===== config.mk =====
export PLATFORM = sky130hd
export DESIGN_NAME = imhdk_ram
export DESIGN_NICKNAME = d
export VERILOG_FILES = /design/src/hw/rtl/imhdk_ram.sv
export SDC_FILE = /design/constraint.sdc
export NUM_CORES = 1
export LEC_CHECK = 0
export BUFFER_PORTS_ARGS = -buffer_cell sky130_fd_sc_hd__buf_2
export CAP_MARGIN = 15
export CORE_UTILIZATION = 65
export CTS_CLUSTER_DIAMETER = 40
export CTS_CLUSTER_SIZE = 14
export DETAILED_ROUTE_END_ITERATION = 8
export MAX_ROUTING_LAYER = met4
export PLACE_DENSITY = 0.84
export SLEW_MARGIN = 20
export SYNTH_ARGS = -nofsm -noshare
export SYNTH_HDL_FRONTEND = slang
export SYNTH_SLANG_ARGS = --single-unit

===== constraint.sdc =====
create_clock -name i_clk -period 4 [get_ports i_clk]
set_clock_uncertainty 0.1 [all_clocks]
set_input_delay 0.6 -clock i_clk [delete_from_list [all_inputs] [get_ports i_clk]]
set_output_delay 0.6 -clock i_clk [all_outputs]
set_load 0.01 [all_outputs]

===== src/hw/rtl/imhdk_ram.sv =====
// Generic single-write, single-read synchronous RAM with registered read data.
`timescale 1ns / 1ps
module imhdk_ram #(
    parameter int WIDTH = 8,
    parameter int DEPTH = 16
) (
    input  logic                     i_clk,
    input  logic                     i_we,
    input  logic [$clog2(DEPTH)-1:0] i_waddr,
    input  logic [WIDTH-1:0]         i_wdata,
    input  logic [$clog2(DEPTH)-1:0] i_raddr,
    output logic [WIDTH-1:0]         o_rdata
);

    logic [WIDTH-1:0] r_mem [DEPTH];

    // Write port and registered read port.
    always_ff @(posedge i_clk) begin
        if (i_we) begin
            r_mem[i_waddr] <= i_wdata;
        end
        o_rdata <= r_mem[i_raddr];
    end

endmodule


==> impl_metrics.json, run 1 <==
{
  "status": "finished, violations left",
  "violations": "DRC",
  "drt_first_pass_iters": 6,
  "max_freq_mhz": 476,
  "cts_made_buffers": 17,
  "synth_top_area_cell": "edfxtp_1",
  "synth_ff_type": "edfxtp_1",
  "seq_power_share_pct": 48.4,
  "drive_gt1_share_pct": 27.7,
  "cts_hold_buf": 0,
  "grt_pass1_vias": 2542,
  "cts_max_level": 4,
  "max-vdd-ir-drop_mv": 0.499,
  "synth-compound-area-share_pct": 2.33,
  "io_pins": 26,
  "multi_input_area_sq_um": 1070,
  "power.internal_w": 0.00266,
  "post-route-util_pct": 77.3,
  "overflow": 0,
  "place.gp.congestion": 0.725,
  "max-clock-path-buffers": 2,
  "combinationalPowerShare_pct": 4.3,
  "cp.arrival_ns": 2.40,
  "required_ns": 4.30,
  "rsz0062_at_grt": "false",
  "ys_types": 19,
  "synthMuxAreaShare_pct": 15.0,
  "grt_pass1_wl_mm": 14.8,
  "power.total_w": 0.00332,
  "syn_area_per_cell_sq_um": 22.5,
  "crit_path_max_incr_delay_ns": 0.62,
  "netlist_top_cells_area": "edfxtp_1 75%, mux4_2 7.9%, mux4_1 7.1%, dfxtp_1 3.1%, a22oi_1 2.3%",
  "cp_cell_sequence": "buf_2 > buf_4 > mux4_1 > a22oi_1 > nand2_1",
  "first_iter_violations": 300,
  "place_area_sq_um": 5340,
  "ant_nets": 0,
  "min-delay-start": "i_wdata[2]",
  "met2_usage_pct": 41.1,
  "synth_xor_area_share_pct": 0,
  "fin_worst_hold_slack_ns": 0.360,
  "drv_cap": 0,
  "setup_viol": 0,
  "worstSkewPairLatency_ns": 0.52,
  "cp_max_fo": 22,
  "rows": 32,
  "route.vias.total": 2479,
  "diodes": 0,
  "path_class": "in -> reg",
  "yosysWarningCount": 0,
  "synthToLayoutAreaGrowth_pct": 15.5,
  "seq_area_sq_um": 4000,
  "via_per_inst": 6.52,
  "die_height_microns": 91.0,
  "cts_tree": "done",
  "yosysSeqAreaShare_pct": 77.8,
  "synthCells": 229,
  "synth.most_common_cell": "edfxtp_1",
  "worst_setup_path_end_kind": "register",
  "startpoint": "i_raddr[0]",
  "synthSimpleGateAreaFrac_pct": 3.18,
  "start_kind": "input port",
  "slew_viol_final": 0,
  "die_w_microns": 91.0,
  "power.share.clock_pct": 47.3,
  "final_area_sq_um": 5940,
  "async_flop_share_pct": 0,
  "ys_seq_elements": 136,
  "min_path_type": "in -> reg",
  "synth_common_cells": "128 x edfxtp_1, 18 x mux4_2, 16 x a22oi_1, 14 x mux4_1, 13 x nor2_1",
  "grt_busiest_layer": "met2",
  "nNetsFinal": 283,
  "cts-root-buf": "clkbuf_8",
  "met3_usage_pct": 9.63,
  "wire_per_inst_microns": 26.0,
  "routed_wl_mm": 9.89,
  "synth_adder_area_share_pct": 0,
  "hold_viol_final": 0,
  "tightest_slew_ns": 0.988,
  "antenna_found_initial": 0,
  "worstReg2RegStart": "r_mem[1][1]$_DFFE_PP_",
  "postCtsSetupBuffers": 0,
  "clk_pin_slew_ns": 0.06,
  "synth_edf_count": 128,
  "synth_top_area_share_pct": 74.7,
  "numPortBuffers": 25,
  "p_leak_nw": 1.99,
  "crit_slowest_cell": "mux4_1",
  "synth_top_family_by_area": "multiplexers",
  "core_sq_um": 7690,
  "dieArea_sq_um": 8280,
  "use_met1_pct": 36.3,
  "syn-num-nets": 247,
  "cts_resized": 0,
  "fin_crit_sh_pct": 52.5,
  "grtUsageTotal_pct": 27.6,
  "n_fill_cell": 412,
  "grt_max_degree": 33,
  "max_slew_margin_pct": 33.8,
  "finalSetupTns_ns": 0,
  "drc": 1,
  "period_needed_ns": 2.10,
  "initial_core_util_pct": 67.0,
  "hpwl_mm": 5.69,
  "clkSinkCount": 136,
  "p_per_area_nw_per_um2": 558,
  "p_switching_w": 0.000663,
  "syn_area_sq_um": 5150,
  "switching_share_pct": 20.0
}
[worst max-delay path: cells and delay by family]
| family | cells | cell delay, ns |
|---|---|---|
| AOI/OAI and AO/OA | 1 | 0.30 |
| and+or+nand+nor | 1 | 0.11 |
| buffers and inverters | 2 | 0.74 |
| muxes | 1 | 0.62 |
[registers in the layout, summed over array words and instances (netlist names)]
register  cells
o_rdata       8
r_mem       128
[worst paths after layout]
kind,endpoint,slack [ns],cells past startpoint
worst min-delay path,r_mem[5][2]$_DFFE_PP_,0.36,1
worst max register to register,o_rdata[1]$_DFF_P_,2.48,3
worst min register to register,o_rdata[2]$_DFF_P_,0.58,3
worst max-delay path,o_rdata[1]$_DFF_P_,1.90,5
[placed cells by master (no fill, tap or decap), types with 2 or more instances in the layout]
cell,n
nand3b_1,2
nor2_1,13
buf_4,2
clkinvlp_4,3
nor3_2,3
edfxtp_1,128
mux4_2,18
bufinv_16,4
clkinv_1,3
clkinv_2,2
mux4_1,14
clkbuf_16,16
buf_2,25
a22oi_1,16
nand2b_1,2
nand2_1,9
clkinv_4,2
dfxtp_1,8
[routing by layer]
layer  vias up  routed length, microns
met5         -                       0
met4         0                     149
met3        14                     726
met2       133                    4970
met1      1279                    4040
li1       1053                       -
[layout make-up]
| cell class | instances | area share, % |
|---|---|---|
| Clock buffer | 18 | 7.03 |
| Clock inverter | 14 | 3.05 |
| Multi-Input combinational cell | 83 | 18.0 |
| Sequential cell | 136 | 67.4 |
| Tap cell | 102 | 2.15 |
| Timing Repair Buffer | 27 | 2.36 |
[per-stage QoR]
stage                     cells  setup slack, ns
after detailed placement    348             1.41
after floorplan             229             1.81
final                       380             1.90
after global placement      348             1.29
after CTS                   380             1.92
after global routing        380             1.81
[cells by family after synthesis]
family                 Yosys count
flip-flops                     136
AND/OR/NAND/NOR                 35
multiplexers                    32
AO/OA/AOI/OAI                   16
buffers and inverters           10
[power groups by stage]
stage               clock [W]  combinational [W]  sequential [W]
floorplan                   0          0.0000809         0.00163
global placement            0           0.000135         0.00163
detailed placement          0           0.000141         0.00163
CTS                   0.00158           0.000143         0.00161
global route          0.00164           0.000154         0.00161
finish                0.00157           0.000143         0.00161
Note: power is estimated with default switching activity, not from simulation.
==> run 2, diff against run 1 <==
- CORE_UTILIZATION: 65 -> 54
- PLACE_DENSITY: 0.84 -> 0.74
- clock period: 4 -> 1.8 ns (I/O delays scaled with it)
==> impl_metrics.json, run 2 (same netlist as run 1, synthesis figures left out) <==
{
  "route.vias.total": 2454,
  "overflow": 0,
  "hpwl_mm": 5.91,
  "max_slew_margin_pct": 75.2,
  "core_sq_um": 9240,
  "max-vdd-ir-drop_mv": 0.684,
  "dieArea_sq_um": 9930,
  "synthToLayoutAreaGrowth_pct": 19.1,
  "grtUsageTotal_pct": 22.5,
  "initial_core_util_pct": 55.7,
  "clk_pin_slew_ns": 0.06,
  "place.gp.congestion": 0.773,
  "via_per_inst": 5.76,
  "largestRegisters": "r_mem (128), o_rdata (8)",
  "n_fill_cell": 578,
  "regMostFlops": "r_mem",
  "final_cells": 426,
  "rows": 35,
  "first_iter_violations": 274,
  "max-clock-path-buffers": 2,
  "cts_tree": "done",
  "drive_gt1_share_pct": 32.3,
  "wire_per_inst_microns": 22.4,
  "mostFrequentLayoutCells": "128 x edfxtp_1, 25 x buf_2, 19 x buf_4",
  "required_ns": 2.09,
  "cts_hold_buf": 0,
  "cts_max_level": 4,
  "cts_resized": 0,
  "final_common_cell": "edfxtp_1",
  "fin_crit_sh_pct": 83.2,
  "antenna_found_initial": 0,
  "numPortBuffers": 25,
  "worstSkewPairLatency_ns": 0.51,
  "rsz0062_at_grt": "false",
  "cp_max_fo": 1,
  "clkSinkCount": 136,
  "drt_first_pass_iters": 5,
  "status": "finished clean",
  "tightest_slew_ns": 0.371,
  "cts_made_buffers": 17,
  "grt_pass1_vias": 2469,
  "setup_viol": 0,
  "diodes": 0,
  "worst_setup_path_end_kind": "register",
  "hold_viol_final": 0,
  "grt_pass1_wl_mm": 14.7,
  "drc": 0,
  "die_height_microns": 99.6,
  "die_w_microns": 99.6,
  "cp.arrival_ns": 1.79,
  "place_area_sq_um": 5560,
  "largest_reg_flops": 128,
  "io_pins": 26,
  "postCtsSetupBuffers": 0,
  "path_class": "reg -> reg",
  "start_kind": "register",
  "nNetsFinal": 303,
  "drv_cap": 0,
  "ant_nets": 0,
  "max_freq_mhz": 667,
  "slew_viol_final": 0,
  "period_needed_ns": 1.50,
  "cts-root-buf": "clkbuf_8",
  "final_area_sq_um": 6130,
  "p_per_area_nw_per_um2": 1170,
  "dp.cells": 395,
  "finalSetupTns_ns": 0,
  "min_path_type": "in -> reg",
  "routed_wl_mm": 9.52,
  "p_leak_nw": 2.11,
  "grt_max_degree": 33
}
[run 2: cell types whose count changed in the layout (fill, tap and decap cells not counted)]
cell        previous run  this run
buf_4                  2        19
buf_12                 0         3
clkinv_1               3         1
clkinv_2               2         4
clkinv_4               2         4
clkinvlp_4             3         1
nor3_1                 1         3
nor3_2                 3         1
bufinv_16              4         3
[run 2: per-layer routing]
layer	GRT usage, %	vias up	routed length (microns)
met5	-	-	0
met4	8.48	0	103
met3	5.06	11	534
met2	34.0	108	4760
met1	30.3	1247	4120
li1	-	1088	-
[run 2: power by group]
group | leakage (nW) | switching, W | internal [W]
logic | 0.602 | 0.000190 | 0.000149
clock network | 0.282 | 0.00120 | 0.00209
registers | 1.22 | 0.0000231 | 0.00354
total | 2.11 | 0.00142 | 0.00578
[run 2: worst paths after layout]
check	from	end	slack, ns	depth (start not counted)
setup reg to reg	r_mem[1][1]$_DFFE_PP_	o_rdata[1]$_DFF_P_	0.30	3
hold reg to reg	r_mem[15][2]$_DFFE_PP_	o_rdata[2]$_DFF_P_	0.57	3
setup / recovery	r_mem[1][1]$_DFFE_PP_	o_rdata[1]$_DFF_P_	0.30	3
hold / removal	i_wdata[0]	r_mem[4][0]$_DFFE_PP_	0.04	1
[run 2: area by class of cell]
class / instances / area, sq um / area share (%)
clock inverters: 13 / 156 / 2.55
multi-input cells: 83 / 1060 / 17.3
repair buffers: 47 / 328 / 5.35
flip-flops and latches: 136 / 4000 / 65.3
well taps: 129 / 161 / 2.63
clock buffers: 18 / 418 / 6.82
[run 2: worst max-delay path, cell delays in order, from the launching register on]
cell      delay (ns)
edfxtp_1        0.37
mux4_1          0.52
a22oi_1         0.30
nand2_1         0.10
[run 2: per-stage QoR]
| stage | utilization [%] | hold slack (ns) | setup WS [ns] | power (W) |
|---|---|---|---|---|
| CTS | 66.3 | 0.0196 | 0.298 | 0.00725 |
| finish | 66.3 | 0.0392 | 0.302 | 0.00720 |
| global route | 66.3 | 0.0361 | 0.244 | 0.00740 |
| floorplan | - | 0.269 | 0.164 | 0.00381 |
| detailed placement | 60.1 | 0.561 | 0.0196 | 0.00397 |
| global placement | 60.1 | 0.549 | 0.0359 | 0.00395 |
==> run 3, diff against run 2 <==
- CORE_UTILIZATION: 54 -> 60
- PLACE_DENSITY: 0.74 -> 0.78
- clock period: 1.8 -> 1.4 ns (I/O delays scaled with it)
==> impl_metrics.json, run 3 (same netlist as run 1, synthesis figures left out) <==
{
  "status": "finished, violations left",
  "violations": "setup timing",
  "die_w_microns": 94.6,
  "slew_viol_final": 0,
  "final_common_cell": "edfxtp_1",
  "path_class": "reg -> reg",
  "worstRegToRegCells": 3,
  "hpwl_mm": 6.42,
  "final_area_sq_um": 6470,
  "postCtsSetupBuffers": 0,
  "drt_first_pass_iters": 6,
  "cp.arrival_ns": 1.71,
  "topRoutingLayerUsed": "met4",
  "start_kind": "register",
  "p_leak_nw": 2.23,
  "cts_tree": "done",
  "dieArea_sq_um": 8950,
  "initial_core_util_pct": 62.3,
  "overflow": 0,
  "largestRegisters": "r_mem (128), o_rdata (8)",
  "fin_crit_sh_pct": 102,
  "whs_path_depth": 3,
  "clkSinkCount": 136,
  "cts-root-buf": "clkbuf_8",
  "mostFrequentLayoutCells": "128 x edfxtp_1, 25 x buf_2, 25 x buf_4",
  "max_slew_margin_pct": 31.6,
  "cts_made_buffers": 17,
  "worstReg2RegStart": "r_mem[10][4]$_DFFE_PP_",
  "max-vdd-ir-drop_mv": 1.30,
  "max-clock-path-buffers": 2,
  "drv_cap": 0,
  "drc": 0,
  "via_per_inst": 6.30,
  "rows": 33,
  "p_per_area_nw_per_um2": 1480,
  "cp_max_fo": 1,
  "wire_per_inst_microns": 26.0,
  "clk_pin_slew_ns": 0.06,
  "place.gp.congestion": 0.733,
  "route.vias.total": 2676,
  "wl_met3_microns": 897,
  "multi_input_area_sq_um": 1140,
  "core_sq_um": 8260,
  "ant_nets": 0,
  "seq_area_sq_um": 4000,
  "min_to": "r_mem[0][7]$_DFFE_PP_",
  "worst_setup_path_end_kind": "register",
  "place_ws_ns": -0.326,
  "nNetsFinal": 325,
  "antenna_found_initial": 0,
  "setup_slack_ns": -0.0251,
  "crit_path_max_incr_delay_ns": 0.51,
  "rsz0062_at_grt": "true",
  "largest_reg_flops": 128,
  "dr_wl_met2_mm": 5.58,
  "numPortBuffers": 25,
  "crit_slowest_cell": "mux4_1",
  "diodes": 0,
  "power.total_w": 0.00956,
  "synthToLayoutAreaGrowth_pct": 25.7,
  "regMostFlops": "r_mem",
  "cts_max_level": 4,
  "n_fill_cell": 412,
  "grt_pass1_vias": 2770,
  "grt_pass1_wl_mm": 16.5,
  "hold_viol_final": 0,
  "period_needed_ns": 1.43,
  "crit_family": "multiplexers",
  "cp_cell_sequence": "mux4_1 > a22oi_2 > nand2_1",
  "setup_viol": 3,
  "drt-met1-wl_mm": 4.33,
  "die_height_microns": 94.6,
  "first_iter_violations": 223,
  "tightest_slew_ns": 1.02,
  "routed_wl_mm": 11.0,
  "min_path_type": "in -> reg",
  "min-delay-start": "i_waddr[1]",
  "drive_gt1_share_pct": 42.8,
  "worst-path-buf-inv": 0,
  "max_freq_mhz": 702,
  "grtUsageTotal_pct": 28.6,
  "required_ns": 1.69,
  "r2r_end": "o_rdata[4]$_DFF_P_",
  "grt_max_degree": 18,
  "io_pins": 26,
  "worstSkewPairLatency_ns": 0.52,
  "rrSetupSlack_ns": -0.03,
  "place_area_sq_um": 5770
}
## run 3: layout make-up
class                      count  share of cell area (%)
sequential                   136                    61.9
timing repair buffer          69                    9.47
clock buffer                  19                    6.67
tap                          105                    2.03
clock inverter                13                    2.40
multi-input combinational     83                    17.6
## run 3: through the flow
stage	setup TNS, ns	util (%)	instances	hold slack (ns)
floorplan	-0.437	-	229	0.209
global placement	-4.43	69.9	386	0.495
detailed placement	-6.32	69.9	386	0.499
CTS	-0.0537	78.2	425	0.135
global route	-0.193	78.4	425	0.147
finish	-0.0465	78.4	425	0.149
## run 3: how the worst max path moves through the flow
stage | from | end | slack [ns] | cells past startpoint
final | r_mem[10][4]$_DFFE_PP_ | o_rdata[4]$_DFF_P_ | -0.03 | 3
after CTS | r_mem[10][4]$_DFFE_PP_ | o_rdata[4]$_DFF_P_ | -0.04 | 3
after global placement | i_raddr[0] | o_rdata[3]$_DFF_P_ | -0.28 | 5
after detailed placement | i_raddr[0] | o_rdata[4]$_DFF_P_ | -0.33 | 6
after floorplan | i_raddr[0] | o_rdata[1]$_DFF_P_ | -0.05 | 5
after global routing | r_mem[1][4]$_DFFE_PP_ | o_rdata[4]$_DFF_P_ | -0.08 | 3
## run 3: repair_timing
action / in CTS / in global routing
endpoints found under the hold margin: 118 / 0
gates resized for setup: 12 / 7
pin swaps: 2 / 5
hold buffers: 8 / 0
endpoints found under the setup margin: 7 / 8
## run 3: layer usage
metal | GRT usage (%) | vias up
met5 | - | -
met4 | 13.0 | 0
met3 | 7.81 | 20
met2 | 42.9 | 156
met1 | 37.0 | 1372
li1 | - | 1128
## run 3: where the power goes
part / switching, W / total (W) / internal, W
sequential: 0.0000308 / 0.00458 / 0.00455
combinational: 0.000291 / 0.000556 / 0.000265
clock: 0.00168 / 0.00442 / 0.00275
total: 0.00200 / 0.00956 / 0.00756
## run 3: worst register-to-register path: stages (launching register included)
cell and delay [ns]:
edfxtp_1 0.38, mux4_1 0.51, a22oi_2 0.19, nand2_1 0.11
